`config.mk`:
```
export PLATFORM = sky130hd
export DESIGN_NAME = accel_offset_deadband_lowpass_core
export DESIGN_NICKNAME = d
export VERILOG_FILES = /design/src/sv/acodl_pkg.sv /design/src/sv/acodl_calib.sv /design/src/sv/acodl_filter.sv /design/src/sv/accel_offset_deadband_lowpass_core.sv
export SDC_FILE = /design/constraint.sdc
export NUM_CORES = 2
export LEC_CHECK = 0
export ABC_CLOCK_PERIOD_IN_PS = 15200
export BUFFER_PORTS_ARGS = -buffer_cell sky130_fd_sc_hd__clkbuf_2
export CAP_MARGIN = 20
export CORE_ASPECT_RATIO = 1.75
export CORE_MARGIN = 10
export CORE_UTILIZATION = 48
export CTS_BUF_LIST = sky130_fd_sc_hd__clkbuf_8
export CTS_CLUSTER_DIAMETER = 100
export DETAILED_ROUTE_END_ITERATION = 12
export GPL_TIMING_DRIVEN = 0
export PLACE_DENSITY = 0.75
export SETUP_SLACK_MARGIN = 0.3
export SLEW_MARGIN = 20
export SYNTH_ARGS = -nofsm -noshare
export SYNTH_HDL_FRONTEND = slang
export SYNTH_HIERARCHICAL = 1
export SYNTH_SLANG_ARGS = --single-unit
```
`constraint.sdc`:
```
create_clock -name clk -period 15.2 [get_ports clk]
set_input_delay 2.28 -clock clk [delete_from_list [all_inputs] [get_ports clk]]
set_output_delay 2.28 -clock clk [all_outputs]
set_load 0.01 [all_outputs]
```
`src/sv/acodl_pkg.sv`:
```
package acodl_pkg;

  localparam int CALIB_LOG2 = 8;
  localparam int SAMPLE_W   = 16;
  localparam int OFFSET_W   = 24;
  localparam int FILT_W     = 25;
  localparam int SUM_W      = 28;
  localparam int CNT_W      = 12;
  localparam int DB_W       = 23;
  localparam int ALPHA_W    = 16;
  localparam int CFG_IDX_W  = 2;
  localparam int CFG_DATA_W = 23;

  localparam logic [CNT_W-1:0] CALIB_LAST = CNT_W'((1 << CALIB_LOG2) - 1);

  localparam logic [CFG_IDX_W-1:0] REG_DEADBAND = 2'd0;
  localparam logic [CFG_IDX_W-1:0] REG_ALPHA    = 2'd1;

  localparam logic [ALPHA_W-1:0] ALPHA_RESET = 16'd58982;

  typedef struct packed {
    logic signed [OFFSET_W-1:0] offset;
    logic                       done;
    logic                       calibrated;
  } calib_status_t;

endpackage

```
`src/sv/acodl_calib.sv`:
```
module acodl_calib (
  input  logic                                       clk,
  input  logic                                       rst_n,
  input  logic                                       fire,
  input  logic                                       func,
  input  logic signed [acodl_pkg::SAMPLE_W-1:0]      sample,
  output acodl_pkg::calib_status_t                   status
);
  import acodl_pkg::*;

  logic signed [OFFSET_W-1:0] zero_offset_r;
  logic signed [SUM_W-1:0]    calib_sum_r;
  logic [CNT_W-1:0]           calib_count_r;
  logic                       is_calibrated_r;

  logic signed [SUM_W-1:0]    sum_nxt;
  logic signed [SUM_W+7:0]    scaled;
  logic                       last;

  assign sum_nxt = calib_sum_r + SUM_W'(sample);
  assign scaled  = {sum_nxt, 8'b0};
  assign last    = func && (calib_count_r >= CALIB_LAST);

  assign status.offset     = zero_offset_r;
  assign status.done       = last;
  assign status.calibrated = is_calibrated_r || last;

  always_ff @(posedge clk) begin
    if (!rst_n) begin
      zero_offset_r   <= '0;
      calib_sum_r     <= '0;
      calib_count_r   <= '0;
      is_calibrated_r <= 1'b0;
    end else if (fire && func) begin
      if (last) begin
        zero_offset_r   <= OFFSET_W'(scaled >>> CALIB_LOG2);
        calib_sum_r     <= '0;
        calib_count_r   <= '0;
        is_calibrated_r <= 1'b1;
      end else begin
        calib_sum_r   <= sum_nxt;
        calib_count_r <= calib_count_r + 1'b1;
      end
    end
  end

  a_count_range: assert property (@(posedge clk) disable iff (!rst_n)
    calib_count_r <= CALIB_LAST)
    else $error("calibration count past end of run");

  a_cal_sticky: assert property (@(posedge clk) disable iff (!rst_n)
    is_calibrated_r |=> is_calibrated_r)
    else $error("calibrated flag dropped");

  a_done_clears: assert property (@(posedge clk) disable iff (!rst_n)
    fire && last |=> calib_count_r == '0 && calib_sum_r == '0)
    else $error("run state not cleared after completion");

endmodule

```
`src/sv/acodl_filter.sv`:
```
module acodl_filter (
  input  logic                                   clk,
  input  logic                                   rst_n,
  input  logic                                   fire,
  input  logic                                   func,
  input  logic signed [acodl_pkg::SAMPLE_W-1:0]  sample,
  input  acodl_pkg::calib_status_t               cal,
  input  logic [acodl_pkg::DB_W-1:0]             deadband,
  input  logic [acodl_pkg::ALPHA_W-1:0]          alpha,
  output logic signed [acodl_pkg::FILT_W-1:0]    smoothed_nxt
);
  import acodl_pkg::*;

  logic signed [FILT_W-1:0]   smoothed_r;
  logic signed [FILT_W:0]     d_full;
  logic [FILT_W:0]            mag;
  logic signed [FILT_W:0]     d_db;
  logic signed [FILT_W+1:0]   diff;
  logic [ALPHA_W:0]           weight;
  logic signed [FILT_W+19:0]  prod;
  logic signed [FILT_W+1:0]   filt_sum;

  assign d_full   = (FILT_W+1)'($signed({sample, 8'b0})) - (FILT_W+1)'($signed(cal.offset));
  assign mag      = d_full[FILT_W] ? (FILT_W+1)'(-d_full) : d_full;
  assign d_db     = (mag < (FILT_W+1)'(deadband)) ? '0 : d_full;
  assign diff     = (FILT_W+2)'(d_db) - (FILT_W+2)'(smoothed_r);
  assign weight   = 17'h10000 - {1'b0, alpha};
  assign prod     = diff * $signed({1'b0, weight});
  assign filt_sum = (FILT_W+2)'(smoothed_r) + (FILT_W+2)'(prod >>> 16);

  always_comb begin
    if (!func) begin
      smoothed_nxt = filt_sum[FILT_W-1:0];
    end else if (cal.done) begin
      smoothed_nxt = '0;
    end else begin
      smoothed_nxt = smoothed_r;
    end
  end

  always_ff @(posedge clk) begin
    if (!rst_n) begin
      smoothed_r <= '0;
    end else if (fire) begin
      smoothed_r <= smoothed_nxt;
    end
  end

  a_calib_holds: assert property (@(posedge clk) disable iff (!rst_n)
    fire && func && !cal.done |=> $stable(smoothed_r))
    else $error("filter state moved on calibration sample");

  a_no_overflow: assert property (@(posedge clk) disable iff (!rst_n)
    fire && !func |-> filt_sum[FILT_W+1] == filt_sum[FILT_W]
                   && filt_sum[FILT_W] == filt_sum[FILT_W-1])
    else $error("filter result out of range");

  a_done_zero: assert property (@(posedge clk) disable iff (!rst_n)
    fire && cal.done |=> smoothed_r == '0)
    else $error("filter state not cleared on calibration");

endmodule

```
`src/sv/accel_offset_deadband_lowpass_core.sv`:
```
// Accelerometer zero-offset calibration, dead zone and first-order low-pass.
// Every accepted sample yields exactly one result. One item per clock is
// sustained while the output is not stalled: a sample sits in the input
// register, passes the offset subtract, dead-zone test and the single 17x27
// multiply-add of the filter combinationally, and lands in the output
// register; the filter state is fed back within that same cycle. The result
// turns valid in the output register, loaded from the input register.
// Calibration samples are summed; after 2^CALIB_LOG2 of them the mean
// becomes the offset, the filter clears and calibrated rises. Write deadband
// (index 0) and alpha (index 1) only while idle.
module accel_offset_deadband_lowpass_core (
  input  logic                                    clk,
  input  logic                                    rst_n,
  input  logic                                    in_valid,
  output logic                                    in_ready,
  input  logic                                    in_func,
  input  logic signed [acodl_pkg::SAMPLE_W-1:0]   in_sample,
  output logic                                    out_valid,
  input  logic                                    out_ready,
  output logic signed [acodl_pkg::FILT_W-1:0]     out_filtered,
  output logic                                    out_calibrated,
  output logic                                    out_calib_done,
  input  logic                                    cfg_wr_en,
  input  logic [acodl_pkg::CFG_IDX_W-1:0]         cfg_index,
  input  logic [acodl_pkg::CFG_DATA_W-1:0]        cfg_wdata
);
  import acodl_pkg::*;

  logic [DB_W-1:0]           deadband_r;
  logic [ALPHA_W-1:0]        alpha_r;
  logic                      s1_valid_r;
  logic                      s1_func_r;
  logic signed [SAMPLE_W-1:0] s1_sample_r;
  logic                      out_valid_r;
  logic signed [FILT_W-1:0]  out_filtered_r;
  logic                      out_calibrated_r;
  logic                      out_calib_done_r;
  logic                      advance;
  calib_status_t             cal;
  logic signed [FILT_W-1:0]  smoothed_nxt;

  assign advance  = s1_valid_r && (!out_valid_r || out_ready);
  assign in_ready = !s1_valid_r || advance;

  assign out_valid      = out_valid_r;
  assign out_filtered   = out_filtered_r;
  assign out_calibrated = out_calibrated_r;
  assign out_calib_done = out_calib_done_r;

  always_ff @(posedge clk) begin
    if (!rst_n) begin
      deadband_r <= '0;
      alpha_r    <= ALPHA_RESET;
    end else if (cfg_wr_en) begin
      case (cfg_index)
        REG_DEADBAND: deadband_r <= cfg_wdata[DB_W-1:0];
        REG_ALPHA:    alpha_r    <= cfg_wdata[ALPHA_W-1:0];
        default:      ;
      endcase
    end
  end

  always_ff @(posedge clk) begin
    if (!rst_n) begin
      s1_valid_r <= 1'b0;
    end else if (in_ready) begin
      s1_valid_r <= in_valid;
    end
  end

  always_ff @(posedge clk) begin
    if (in_valid && in_ready) begin
      s1_func_r   <= in_func;
      s1_sample_r <= in_sample;
    end
  end

  acodl_calib u_calib (
    .clk    (clk),
    .rst_n  (rst_n),
    .fire   (advance),
    .func   (s1_func_r),
    .sample (s1_sample_r),
    .status (cal)
  );

  acodl_filter u_filter (
    .clk          (clk),
    .rst_n        (rst_n),
    .fire         (advance),
    .func         (s1_func_r),
    .sample       (s1_sample_r),
    .cal          (cal),
    .deadband     (deadband_r),
    .alpha        (alpha_r),
    .smoothed_nxt (smoothed_nxt)
  );

  always_ff @(posedge clk) begin
    if (!rst_n) begin
      out_valid_r <= 1'b0;
    end else if (advance) begin
      out_valid_r <= 1'b1;
    end else if (out_ready) begin
      out_valid_r <= 1'b0;
    end
  end

  always_ff @(posedge clk) begin
    if (advance) begin
      out_filtered_r   <= smoothed_nxt;
      out_calibrated_r <= cal.calibrated;
      out_calib_done_r <= cal.done;
    end
  end

  a_done_flags: assert property (@(posedge clk) disable iff (!rst_n)
    out_valid_r && out_calib_done_r |-> out_calibrated_r && out_filtered_r == '0)
    else $error("completion result inconsistent");

  a_empty_ready: assert property (@(posedge clk) disable iff (!rst_n)
    !s1_valid_r |-> in_ready)
    else $error("input stalled with empty stage");

  a_advance_loads: assert property (@(posedge clk) disable iff (!rst_n)
    advance |=> out_valid_r)
    else $error("result lost after transfer");

endmodule

```
==> flow_summary_export.csv <==
group,metric,value,unit
status,status,"finished with violations",
status,failed_checks,"setup timing",
global_route,antenna_found_initial,1,
route,ant_nets,0,
yosys,synth-edff-count,44,
clock_tree,cts_root_buf,"clkbuf_8",
critical_path,crit_path_frequent_cell,"a21oi_2",
placed_design,io_buffers,75,
run,max-cap-violations,0,
global_route,gr-usage-met2,50.3,%
timing,min_period_over_period,101,%
critical_path,critical_path.max_stage_delay,620,ps
worst_hold_path,worstHoldPathType,"reg2reg",
timing,setup_viol,4,
clock_tree,clock_sinks,171,
placed_design,place_congestion,1.08,
yosys,synth_flop_cell,"dfxtp_1",
yosys,synthCells,3223,
clock_tree,path_clk_slew,110,ps
layout,final_cells,4251,
clock_tree,clk_path_buf_depth,3,
clock_tree,cts_tree,"yes",
placed_design,place_area,0.0290,mm²
global_route,gr-usage-all-layers,27.8,%
critical_path,worstSetupStartpointType,"flip-flop",
clock_tree,holdBufCountCts,0,
timing,hold_viol_final,0,
clock_tree,cts_max_level,4,
floorplan,rows,116,
placed_design,dp_hpwl,73000,µm
layout,nets,4158,
timing,tightest_slew,1280,ps
floorplan,die_w,201,µm
global_route,grt.busiest_layer,"met2",
critical_path,slowest_stage,"fa_2",
yosys,syn_area,0.0275,mm²
layout,stdcell_area,0.0326,mm²
clock_tree,clock_latency,580,ps
global_route,grt_pass1_vias,25700,
timing,fin_tns_setup,-402,ps
yosys,ys_seq_area_share,14.1,%
global_route,grt_max_degree,29,
critical_path,worstSetupPathType,"reg2reg",
yosys,synth_top_area_cell,"fa_1",
layout,final_cell_mix,"inv_1, fa_1, nand2_1",
timing,setup_ws,-181,ps
yosys,syn_area_per_cell,8.52,µm²
layout,area_growth,18.7,%
yosys,synthArstFlopShare,0,%
global_route,use_met3,4.41,%
yosys,ys_types,91,
floorplan,die_h,336,µm
critical_path,worstPathRequired,15630,ps
route,routed_via_density,5.75,
layout,final_common_cell,"inv_1",
route,drt-pass1-iter-count,6,
critical_path,end_kind,"flip-flop",
floorplan,coreArea,0.0569,mm²
route,wire_per_inst,22.7,µm
timing,fmax,65.0,MHz
yosys,yosys_warnings,6,
route,dr_total_vias,24400,
yosys,synth_top_area_share,30.5,%
yosys,synth.top_cells.by_area,"fa_1, ha_1, dfxtp_1, inv_1, nand2_1",
layout,final_util,57.3,%
global_route,overflow,0,
placed_design,dp.cells,4068,
route,drt_iter0_drc,1784,
global_route,grt_use_met1,25.7,%
timing,post-route-min-period,15380,ps
floorplan,io_pins,76,
critical_path,path_max_fanout,10,
layout,layout-drive-gt1-share,17.1,%
global_route,grt_pass1_wl,143000,µm
floorplan,floorplan.initialDensity,48.3,%
yosys,synth_nets,3904,
timing,finClkSkew,43.3,ps
floorplan,dieArea,0.0676,mm²
route,drc,0,
clock_tree,cts_buffers,25,
timing,slew_headroom,14.2,%
route,routed_wl,96500,µm
timing,rsz0062_at_grt,"true",
yosys,synth-seq-cells,171,
timing,final_max_slew_viol_count,0,
critical_path,worstPathArrival,15810,ps
## cell type report
| class | count | area, µm² |
|---|---|---|
| inverters | 622 | 2330 |
| clock inverters | 6 | 56.3 |
| well taps | 767 | 960 |
| plain buffers | 113 | 638 |
| flip-flops and latches | 171 | 3860 |
| repair buffers | 227 | 1680 |
| multi-input cells | 2317 | 22700 |
| fillers | 4897 | 24300 |
| clock buffers | 27 | 372 |
| diodes | 1 | 2.50 |
## worst max-delay path, delay by kind of cell (launching register included)
| kind | cells | cell delay, ps |
|---|---|---|
| adder cells (fa/ha/maj) | 11 | 4690 |
| AO/OA/AOI/OAI | 27 | 5020 |
| XOR/XNOR | 6 | 1310 |
| buffers and inverters | 14 | 1660 |
| flip-flops | 1 | 550 |
| AND/OR/NAND/NOR | 8 | 1960 |
## worst paths after layout
check	cells after the start	startpoint	end	slack, ps
worst max-delay path	66	s1_sample_r[0]	out_filtered[24]	-180
worst min-delay path	2	u_calib/calib_sum_r[20]	u_calib/calib_sum_r[20]	460
worst max register to register	66	s1_sample_r[0]	out_filtered[24]	-180
worst min register to register	2	u_calib/calib_sum_r[20]	u_calib/calib_sum_r[20]	460
## sequential cells by signal, indices dropped and copies added (netlist names)
name                     count
u_calib/zero_offset_r       24
s1_sample_r                 16
alpha_r                     16
out_filtered                25
s1_func_r                    1
deadband_r                  23
u_calib/calib_sum_r         24
u_filter/smoothed_r         25
u_calib/calib_count_r       12
s1_valid_r                   1
out_calib_done               1
out_calibrated               1
out_valid                    1
u_calib/is_calibrated_r      1
## synthesized netlist by cell type, drive strengths merged, types with 11 or more instances
| master | number |
|---|---|
| a22oi | 19 |
| nand3 | 32 |
| xnor2 | 115 |
| mux2i | 35 |
| fa | 418 |
| xor2 | 78 |
| nor3 | 30 |
| inv | 621 |
| a211oi | 11 |
| a21o | 61 |
| nor2 | 346 |
| nand2 | 373 |
| o21ai | 88 |
| nor4 | 11 |
| o21a | 22 |
| a21oi | 103 |
| o31ai | 17 |
| or2 | 12 |
| buf | 30 |
| o21bai | 18 |
| nand4 | 22 |
| o211a | 15 |
| a31oi | 14 |
| nand2b | 26 |
| a21boi | 22 |
| and3 | 12 |
| and2 | 18 |
| ha | 216 |
| or3 | 22 |
| nor2b | 53 |
| edfxtp | 44 |
| dfxtp | 127 |
| clkbuf | 83 |
| o211ai | 20 |
## metal layers
metal  part of all wire (%)  wire, µm
met5                      0         0
met4                     12     11200
met3                    6.3      6090
met2                     51     49400
met1                     31     29800
## timing repair
| item | 4_1_cts | 5_1_grt |
|---|---|---|
| pin swaps | 176 | 110 |
| endpoints found under the setup margin | 50 | 29 |
| gates resized for setup | 268 | 137 |
| buffers inserted | 101 | 46 |
| cloned | 1 | 0 |
## metrics by stage
stage / setup WS, ps / hold slack (ps)
4_1_cts: 220 / 459
3_3_place_gp: -3720 / 441
6_report: -181 / 457
2_1_floorplan: 466 / 429
5_1_grt: -695 / 480
3_5_place_dp: -3860 / 448
## kinds of logic (layout without fill, tap and decap cells)
group	after synthesis	count (layout)	share of synthesized area (%)
compound gates	460	460	11.6
buf+inv	735	995	10.3
xor+xnor	194	194	6.24
other cells	0	1	0
flops	171	171	14.1
simple gates	994	994	16.2
fa+ha+maj	634	634	40.3
mux	35	35	1.28
Power is not shown: default switching activity piles up to over one toggle a cycle in this logic, so the estimate is an artifact.
